**config.mk**
```make
export PLATFORM = sky130hd
export DESIGN_NAME = c3cf_ram
export DESIGN_NICKNAME = d
export VERILOG_FILES = /design/src/hw/rtl/c3cf_ram.sv
export SDC_FILE = /design/constraint.sdc
export NUM_CORES = 1
export LEC_CHECK = 0
export ABC_AREA = 1
export BUFFER_PORTS_ARGS = -buffer_cell sky130_fd_sc_hd__buf_2
export CAP_MARGIN = 30
export CORE_ASPECT_RATIO = 1.2
export CORE_MARGIN = 2
export CORE_UTILIZATION = 55
export DETAILED_ROUTE_END_ITERATION = 16
export PLACE_DENSITY = 0.7
export SYNTH_ARGS = -nofsm -noshare
export SYNTH_HDL_FRONTEND = slang
export SYNTH_SLANG_ARGS = --single-unit
```
**constraint.sdc**
```tcl
create_clock -name clk -period 1.95 [get_ports clk]
set_input_delay 0.39 -clock clk [delete_from_list [all_inputs] [get_ports clk]]
set_output_delay 0.39 -clock clk [all_outputs]
set_load 0.02 [all_outputs]
```
**src/hw/rtl/c3cf_ram.sv**
```systemverilog
module c3cf_ram #(
	parameter int WIDTH = 8,
	parameter int DEPTH = 16
) (
	input  logic                     clk,
	input  logic                     we,
	input  logic [$clog2(DEPTH)-1:0] waddr,
	input  logic [WIDTH-1:0]         wdata,
	input  logic                     re,
	input  logic [$clog2(DEPTH)-1:0] raddr,
	output logic [WIDTH-1:0]         rdata
);

	logic [WIDTH-1:0] mem [DEPTH];

	always_ff @(posedge clk) begin
		if (we) begin
			mem[waddr] <= wdata;
		end
	end

	always_ff @(posedge clk) begin
		if (re) begin
			rdata <= mem[raddr];
		end
	end

endmodule

```
==> impl_metrics.csv, run 1 <==
group,metric,value,unit
sta,worst_slack,0.582,ns
global_route,grtUsageTotal,24.0,%
sta,setup_violations,0,
setup_path,critPathTopFamily,"flip-flops",
layout,drive_gt1_share,12.3,%
synth,post-synth-top-area-cell,"edfxtp_1",
floorplanning,num_rows,41,
layout,fin_util,64.8,%
flow_run,cap_violations,0,
place,place_area,0.00618,mm2
clock_network,post_cts_resize_count,0,
drt,dr.pass1.iters,7,
setup_path,path_buf_inv,1,
place,place_inst,706,
synth,synth.top_cells.by_count,"nand2_1 (173), edfxtp_1 (136), inv_1 (100), nand3_1 (97), nor2_1 (17)",
synth,synthCells,551,
setup_path,reg2reg_depth,6,
floorplanning,core_area,0.0104,mm2
sta,max-slew-margin-rel,58.3,%
sta,clock_skew,0.00642,ns
layout,final_cells,738,
clock_network,root_buffer,"clkbuf_16",
clock_network,clockBufferDepth,2,
synth,synthDistinctLibCells,11,
synth,yosysWarnings,0,
setup_path,crit_path_start_kind,"register",
min_path,hold_class,"input pin to register",
place,io_buffers,26,
synth,ys_seq_area_share,69.8,%
synth,ys_seq_elements,136,
synth,synth_area_leaders,"edfxtp_1 (70%), nand2_1 (11%), nand3_1 (8.3%)",
outcome,outcome,"complete, no violations",
global_route,grt-ovfl-total,0,
synth,synthesis.nets,570,
drt,wl_per_cell,17.5,um
floorplanning,io_pins,27,
setup_path,reg2reg_from,"mem[0][7]$_DFFE_PP_",
floorplanning,die_y,117,um
sta,worst_pin_slew,0.624,ns
drt,via_count,3897,
power_and_ir_drop,ir_drop,0.603,mV
setup_path,rrSetupSlack,0.74,ns
place,finalWeightedCongestion,0.851,
clock_network,cts_setup_buffers,0,
floorplanning,start_util,56.1,%
sta,final-hold-violation-count,0,
power_and_ir_drop,leakagePower,2.94,nW
sta,max_freq,731,MHz
place,place_ws,0.221,ns
synth,synth.avg_cell_area,10.6,um2
power_and_ir_drop,power.total,6.82,mW
clock_network,clk_latency,0.41,ns
layout,regArea,0.00408,mm2
sta,rsz0062_at_grt,"false",
setup_path,worstPathMaxFanout,1,
synth,yosys.area.top_type_share,69.8,%
synth,yosysMostFrequentCell,"nand2_1",
setup_path,slowest_delay,0.40,ns
drt,wirelength,12900,um
synth,async_flop_share,0,%
synth,syn_area,0.00585,mm2
drt,drtIter0Drc,271,
global_route,antenna_found_initial,0,
sta,min_period,1.37,ns
min_path,whs_path_depth,1,
setup_path,crit_path_top_delay_cell,"edfxtp_1",
setup_path,timing.rr.end,"rdata[7]$_DFFE_PP_",
drt,antenna_left,0,
layout,stdcell_area,0.00675,mm2
sta,fin_crit_sh,70.2,%
layout,diodes,0,
floorplanning,die-area,0.0115,mm2
setup_path,cp.required,1.56,ns
synth,synth_ff_type,"edfxtp_1",
clock_network,cts_sinks,136,
power_and_ir_drop,powerDensity,1010,mW/mm2
place,hpwl,8000,um
layout,nNetsFinal,615,
layout,n_fill_cell,789,
sta,slew_viol_final,0,
drt,drc_errors,0,
clock_network,tritoncts,"yes",
sta,whs,0.338,ns
clock_network,numCtsBuffers,17,
min_path,holdPathEnd,"rdata[4]$_DFFE_PP_",
clock_network,cts-htree-levels,4,
layout,multi_input_area,0.00121,mm2
clock_network,postCtsHoldBufs,0,
global_route,grt_pass1_wl,20000,um
setup_path,crit_path_end_kind,"primary output",
floorplanning,die_x,98.1,um
clock_network,clkSlewWorstSetupHoldPaths,0.06,ns
global_route,grt_max_degree,44,
setup_path,critical_path_arrival,0.98,ns
setup_path,path_class,"register to primary output",
min_path,hold_start,"re",
synth,synth-edff-count,136,
layout,area_delta_synth_final,15.4,%
sta,setup_tns,0,ns
global_route,grt_pass1_vias,3873,
setup_path,crit_chain,"buf_2",
drt,vias_per_cell,5.28,
[layer usage]
metal  track usage [%]  vias up  wire [um]
li1                  -     1870          -
met1              28.0     1860       4970
met2              41.8      141       6640
met3              5.94       26        835
met4              11.8        0        438
met5                 0        -          0
[final cells by class]
cell class              instances  area share [%]
well taps                     129            2.39
repair buffers                 50            4.97
clock buffers                  22            6.58
flip-flops and latches        136            60.5
inverters                     102            5.67
multi-input cells             289            18.0
clock inverters                10            1.89
[placed cells by master, fill, tap and decap left out]
master and n:
clkinv_4 2, clkbuf_16 17, buf_2 26, clkbuf_1 5, clkinv_2 1, inv_1 100
bufinv_16 3, buf_12 2, buf_4 22, edfxtp_1 136, nand3_1 97, clkinv_1 4
nand2_1 173, nand3b_1 2, nor2_1 17, inv_2 2
[power breakdown]
part	total, mW	internal [mW]	leakage (nW)	switching (mW)
registers	3.31	3.30	1.24	0.0177
clock network	3.09	1.99	0.276	1.10
logic	0.415	0.120	1.43	0.295
total	6.82	5.41	2.94	1.41
[worst max-delay path by stage]
| stage | endpoint | slack [ns] | start | cells after the start |
|---|---|---|---|---|
| after global routing | rdata[7]$_DFFE_PP_ | 0.51 | raddr[0] | 7 |
| after global placement | rdata[4]$_DFFE_PP_ | 0.23 | raddr[0] | 7 |
| after detailed placement | rdata[4]$_DFFE_PP_ | 0.22 | raddr[0] | 7 |
| after floorplan | mem[10][0]$_DFFE_PP_ | 0.61 | waddr[2] | 2 |
| final | rdata[5] | 0.58 | rdata[5]$_DFFE_PP_ | 1 |
| after CTS | rdata[5] | 0.56 | rdata[5]$_DFFE_PP_ | 1 |
[logic make-up after synthesis]
kind of cell | count (synthesis) | share of synthesized area, %
AND/OR/NAND/NOR | 289 | 20.8
flip-flops | 136 | 69.8
buffers and inverters | 126 | 9.39
[flip-flops by register name, indices dropped and copies added, names as in the netlist]
signal / count
mem: 128
rdata: 8
Power figures use the tool's default switching activity.
==> run 2: changes to the inputs <==
Settings changed: ABC_AREA 1 to 0, CORE_UTILIZATION 55 to 54, PLACE_DENSITY 0.7 to 0.71.
Clock period 1.95 ns to 1.2 ns, I/O delays scaled along.
==> impl_metrics.csv, run 2 <==
group,metric,value,unit
place,place_inst,393,
synth,synth_ff_type,"edfxtp_1",
drt,drtIter0Drc,258,
setup_path,path_buf_inv,0,
layout,stdcell_area,0.00642,mm2
layout,most-common-layout-cells,"edfxtp_1 (136), mux4_2 (32), buf_2 (19)",
floorplanning,die_y,112,um
global_route,grt_max_degree,17,
clock_network,cts-htree-levels,4,
layout,diodes,0,
setup_path,reg2reg_depth,3,
floorplanning,start_util,55.2,%
drt,wl_per_cell,23.5,um
power_and_ir_drop,seq_power_share,47.4,%
setup_path,crit_start,"mem[2][4]$_DFFE_PP_",
setup_path,crit_path_start_kind,"register",
outcome,violations,"negative setup slack",
layout,largest_register_ff_count,128,
sta,min_period,1.44,ns
sta,setup_violations,11,
clock_network,clockBufferDepth,2,
synth,synth.top_cells.by_count,"edfxtp_1 (136), mux4_2 (18), a22oi_1 (16), mux4_1 (14), nor2_1 (13)",
min_path,whs_path_depth,1,
setup_path,slowest_delay,0.48,ns
clock_network,clkSlewWorstSetupHoldPaths,0.06,ns
setup_path,critical_path_arrival,1.59,ns
place,place_area,0.00572,mm2
sta,max_freq,695,MHz
sta,rsz0062_at_grt,"true",
place,finalWeightedCongestion,0.760,
clock_network,cts_sinks,136,
setup_path,path_class,"register to register",
setup_path,crit_chain,"mux4_2 > a22oi_2 > nand2_1",
floorplanning,num_rows,39,
layout,final_common_cell,"edfxtp_1",
synth,ys_seq_area_share,78.1,%
setup_path,critPathTopFamily,"multiplexers",
synth,synth_area_leaders,"edfxtp_1 (78%), mux4_2 (7.8%), mux4_1 (7.0%)",
setup_path,crit_path_top_delay_cell,"mux4_2",
layout,fin_util,67.8,%
floorplanning,die_x,93.8,um
floorplanning,die-area,0.0105,mm2
sta,worst_pin_slew,0.984,ns
floorplanning,io_pins,27,
power_and_ir_drop,leakagePower,2.13,nW
sta,fin_crit_sh,120,%
synth,synth.avg_cell_area,22.8,um2
place,hpwl,6500,um
clock_network,postCtsHoldBufs,0,
layout,regMostFlops,"mem",
global_route,antenna_found_initial,0,
power_and_ir_drop,p_sw_share,20.0,%
power_and_ir_drop,pwr-share-clk,47.4,%
power_and_ir_drop,ir_drop,1.11,mV
global_route,grtUsageTotal,21.3,%
layout,nNetsFinal,308,
power_and_ir_drop,powerDensity,1770,mW/mm2
flow_run,cap_violations,0,
power_and_ir_drop,p_sw,2.28,mW
layout,top_regs,"mem x128, rdata x8",
synth,synthCells,229,
clock_network,numCtsBuffers,17,
drt,wirelength,9970,um
clock_network,cts_setup_buffers,0,
drt,drc_errors,0,
sta,setup_tns,-1.69,ns
drt,antenna_left,0,
layout,area_delta_synth_final,22.8,%
layout,drive_gt1_share,44.7,%
clock_network,tritoncts,"yes",
global_route,grt_pass1_wl,15400,um
clock_network,root_buffer,"clkbuf_16",
synth,yosysMostFrequentCell,"edfxtp_1",
synth,syn_area,0.00523,mm2
floorplanning,core_area,0.00947,mm2
global_route,grt-ovfl-total,0,
setup_path,reg2reg_from,"mem[2][4]$_DFFE_PP_",
place,io_buffers,26,
setup_path,crit_path_end_kind,"register",
power_and_ir_drop,comb_power_share,5.3,%
drt,dr.pass1.iters,5,
outcome,outcome,"finished, violations left",
sta,final-hold-violation-count,0,
synth,synth-edff-count,136,
drt,via_count,2483,
sta,clock_skew,0.00791,ns
min_path,hold_class,"input pin to register",
global_route,grt_pass1_vias,2605,
min_path,hold_start,"wdata[0]",
synth,synthDistinctLibCells,18,
sta,max-slew-margin-rel,34.1,%
synth,synthesis.nets,248,
sta,worst_slack,-0.238,ns
synth,yosys.area.top_type_share,78.1,%
synth,yosysWarnings,0,
clock_network,clk_latency,0.41,ns
drt,vias_per_cell,5.84,
setup_path,cp.required,1.35,ns
synth,ys_seq_elements,136,
setup_path,cp_num_cells,3,
synth,post-synth-top-area-cell,"edfxtp_1",
sta,slew_viol_final,0,
synth,async_flop_share,0,%
power_and_ir_drop,p_int,9.10,mW
setup_path,worstPathMaxFanout,1,
layout,final_cells,425,
-- run 2: cell count changes after synthesis, moves of 14 or more --
cell,change
a22oi_1,+16
mux4_1,+14
inv_1,-100
nand2_1,-164
nand3_1,-96
mux4_2,+18
-- run 2: power groups by stage --
stage	Sequential [mW]	Combinational (mW)	Clock [mW]
final	5.39	0.600	5.39
after detailed placement	5.49	0.561	0
after global routing	5.40	0.648	5.66
after floorplan	5.50	0.306	0
after CTS	5.39	0.592	5.45
after global placement	5.48	0.547	0
-- run 2: cell type report --
class	instances	area, um2
Clock buffer	17	425
Multi-Input combinational cell	83	1110
Fill cell	601	3050
Clock inverter	15	200
Sequential cell	136	4080
Tap cell	123	154
Timing Repair Buffer	51	449
-- run 2: final timing paths --
check / to / slack [ns]
worst max-delay path: rdata[4]$_DFFE_PP_ / -0.24
worst min-delay path: mem[5][0]$_DFFE_PP_ / 0.20
worst max register to register: rdata[4]$_DFFE_PP_ / -0.24
worst min register to register: rdata[6]$_DFFE_PP_ / 0.76
-- run 2: cell families after synthesis --
family	Yosys count	synth area share [%]
muxes	32	14.8
and+or+nand+nor	35	3.14
DFF	136	78.1
buffers and inverters	10	1.65
AOI/OAI and AO/OA	16	2.30
-- run 2: per-layer routing --
metal / wire [um] / global-route usage, %
met1: 4150 / 28.9
met2: 5110 / 33.9
met3: 561 / 5.41
met4: 147 / 7.63
met5: 0 / 0
-- run 2: through the flow --
| stage | setup WS (ns) | hold WS (ns) | power, mW |
|---|---|---|---|
| after floorplan | -0.240 | 0.339 | 5.81 |
| after global placement | -0.619 | 0.609 | 6.02 |
| after detailed placement | -0.680 | 0.627 | 6.05 |
| after CTS | -0.219 | 0.197 | 11.4 |
| after global routing | -0.290 | 0.200 | 11.7 |
| final | -0.238 | 0.201 | 11.4 |
-- run 2: what timing repair did --
| item | in CTS | in global routing |
|---|---|---|
| resized for setup | 14 | 9 |
| setup endpoints to repair | 14 | 16 |
| endpoints found under the hold margin | 0 | 0 |
| pin swaps | 4 | 2 |
==> run 3: changes to the inputs <==
==> constraint.sdc (replaced) <==
create_clock -name clk -period 1.2 [get_ports clk]
set_input_delay 0.24 -clock clk [delete_from_list [all_inputs] [get_ports clk]]
set_output_delay 0.24 -clock clk [all_outputs]
set_load 0.005 [all_outputs]
==> impl_metrics.csv, run 3 (synthesis gave the netlist of run 2 again) <==
group,metric,value,unit
floorplanning,die_y,112,um
sta,final-hold-violation-count,0,
min_path,hold_class,"input pin to register",
layout,largest_register_ff_count,128,
drt,via_count,2491,
power_and_ir_drop,powerDensity,1780,mW/mm2
clock_network,clockBufferDepth,2,
clock_network,numCtsBuffers,17,
layout,top_regs,"mem x128, rdata x8",
clock_network,tritoncts,"yes",
power_and_ir_drop,leakagePower,2.11,nW
layout,drive_gt1_share,44.7,%
sta,setup_violations,10,
sta,clock_skew,0.00788,ns
sta,max_freq,695,MHz
global_route,grt_max_degree,17,
layout,regMostFlops,"mem",
clock_network,root_buffer,"clkbuf_16",
power_and_ir_drop,ir_drop,1.11,mV
sta,whs,0.201,ns
place,finalWeightedCongestion,0.760,
drt,drtIter0Drc,258,
global_route,grt-ovfl-total,0,
layout,area_delta_synth_final,22.0,%
sta,rsz0062_at_grt,"true",
sta,worst_slack,-0.238,ns
place,place_inst,393,
flow_run,cap_violations,0,
clock_network,cts-htree-levels,4,
sta,min_period,1.44,ns
global_route,grtUsageTotal,21.3,%
clock_network,cts_sinks,136,
min_path,hold_start,"wdata[0]",
global_route,grt_pass1_vias,2605,
layout,most-common-layout-cells,"edfxtp_1 (136), mux4_2 (32), buf_2 (26)",
floorplanning,io_pins,27,
global_route,grt_pass1_wl,15400,um
outcome,outcome,"finished, violations left",
clock_network,cts_setup_buffers,0,
min_path,whs_path_depth,1,
drt,antenna_left,0,
outcome,violations,"negative setup slack",
sta,setup_tns,-1.60,ns
drt,wl_per_cell,23.5,um
floorplanning,num_rows,39,
place,io_buffers,26,
min_path,holdPathEnd,"mem[5][0]$_DFFE_PP_",
setup_path,crit_path_start_kind,"register",
clock_network,postCtsHoldBufs,0,
clock_network,clk_latency,0.41,ns
layout,final_common_cell,"edfxtp_1",
setup_path,rrSetupSlack,-0.24,ns
setup_path,reg2reg_depth,3,
drt,drc_errors,0,
floorplanning,die_x,93.8,um
sta,slew_viol_final,0,
setup_path,reg2reg_from,"mem[2][4]$_DFFE_PP_",
layout,nNetsFinal,308,
setup_path,path_class,"register to register",
drt,vias_per_cell,5.86,
global_route,antenna_found_initial,0,
sta,max-slew-margin-rel,34.2,%
drt,wirelength,10000,um
setup_path,crit_start,"mem[2][4]$_DFFE_PP_",
drt,dr.pass1.iters,4,
setup_path,worstPathMaxFanout,1,
sta,worst_pin_slew,0.984,ns
sta,fin_crit_sh,120,%
floorplanning,start_util,55.2,%
clock_network,clkSlewWorstSetupHoldPaths,0.06,ns
setup_path,cp.required,1.35,ns
layout,diodes,0,
layout,final_cells,425,
setup_path,timing.rr.end,"rdata[4]$_DFFE_PP_",
floorplanning,die-area,0.0105,mm2
setup_path,critical_path_arrival,1.59,ns
layout,fin_util,67.4,%
floorplanning,core_area,0.00947,mm2
place,hpwl,6500,um
setup_path,crit_path_end_kind,"register",
==> run 3: report_power, final <==
group / switching [mW] / internal [mW] / total, mW / leakage [nW]
Combinational: 0.303 / 0.248 / 0.551 / 0.578
Clock: 1.91 / 3.48 / 5.39 / 0.297
Sequential: 0.0318 / 5.35 / 5.39 / 1.24
Total: 2.25 / 9.08 / 11.3 / 2.11
==> run 3: worst max path at each step <==
| stage | cells after the start | slack, ns | to |
|---|---|---|---|
| after global placement | 5 | -0.62 | rdata[3]$_DFFE_PP_ |
| after CTS | 3 | -0.22 | rdata[3]$_DFFE_PP_ |
| after global routing | 3 | -0.29 | rdata[6]$_DFFE_PP_ |
| after detailed placement | 5 | -0.68 | rdata[3]$_DFFE_PP_ |
| after floorplan | 5 | -0.24 | rdata[1]$_DFFE_PP_ |
| final | 3 | -0.24 | rdata[4]$_DFFE_PP_ |
==> run 3: what timing repair did <==
action,in CTS,in global routing
resized for setup,8,1
pin swaps,4,2
endpoints found under the setup margin,11,13
endpoints found under the hold margin,0,0
==> run 3: worst max-delay path: stages (launching register included) <==
cell	delay, ns
edfxtp_1	0.36
mux4_2	0.48
a22oi_2	0.23
nand2_1	0.10
==> run 3: through the flow <==
| step | worst slack, ns | cell area, um2 | total power [mW] |
|---|---|---|---|
| final | -0.238 | 6380 | 11.3 |
| after global routing | -0.290 | 6380 | 11.7 |
| after CTS | -0.219 | 6370 | 11.4 |
| after detailed placement | -0.680 | 5720 | 6.02 |
| after global placement | -0.619 | 5720 | 6.00 |
| after floorplan | -0.240 | 5280 | 5.78 |
==> run 3: metal layers <==
metal / up-vias / routed length [um] / share of wire (%) / global-route usage (%)
met2: 88 / 5120 / 51 / 33.9
met5: - / 0 / 0 / 0
met3: 11 / 613 / 6.1 / 5.41
met1: 1299 / 4130 / 41 / 28.9
li1: 1093 / - / - / -
met4: 0 / 147 / 1.5 / 7.63
==> run 3: area by class of cell <==
class	instances	area, um2
flip-flops and latches	136	4080
fillers	609	3090
multi-input cells	83	1110
clock buffers	17	425
repair buffers	51	405
clock inverters	15	200
well taps	123	154
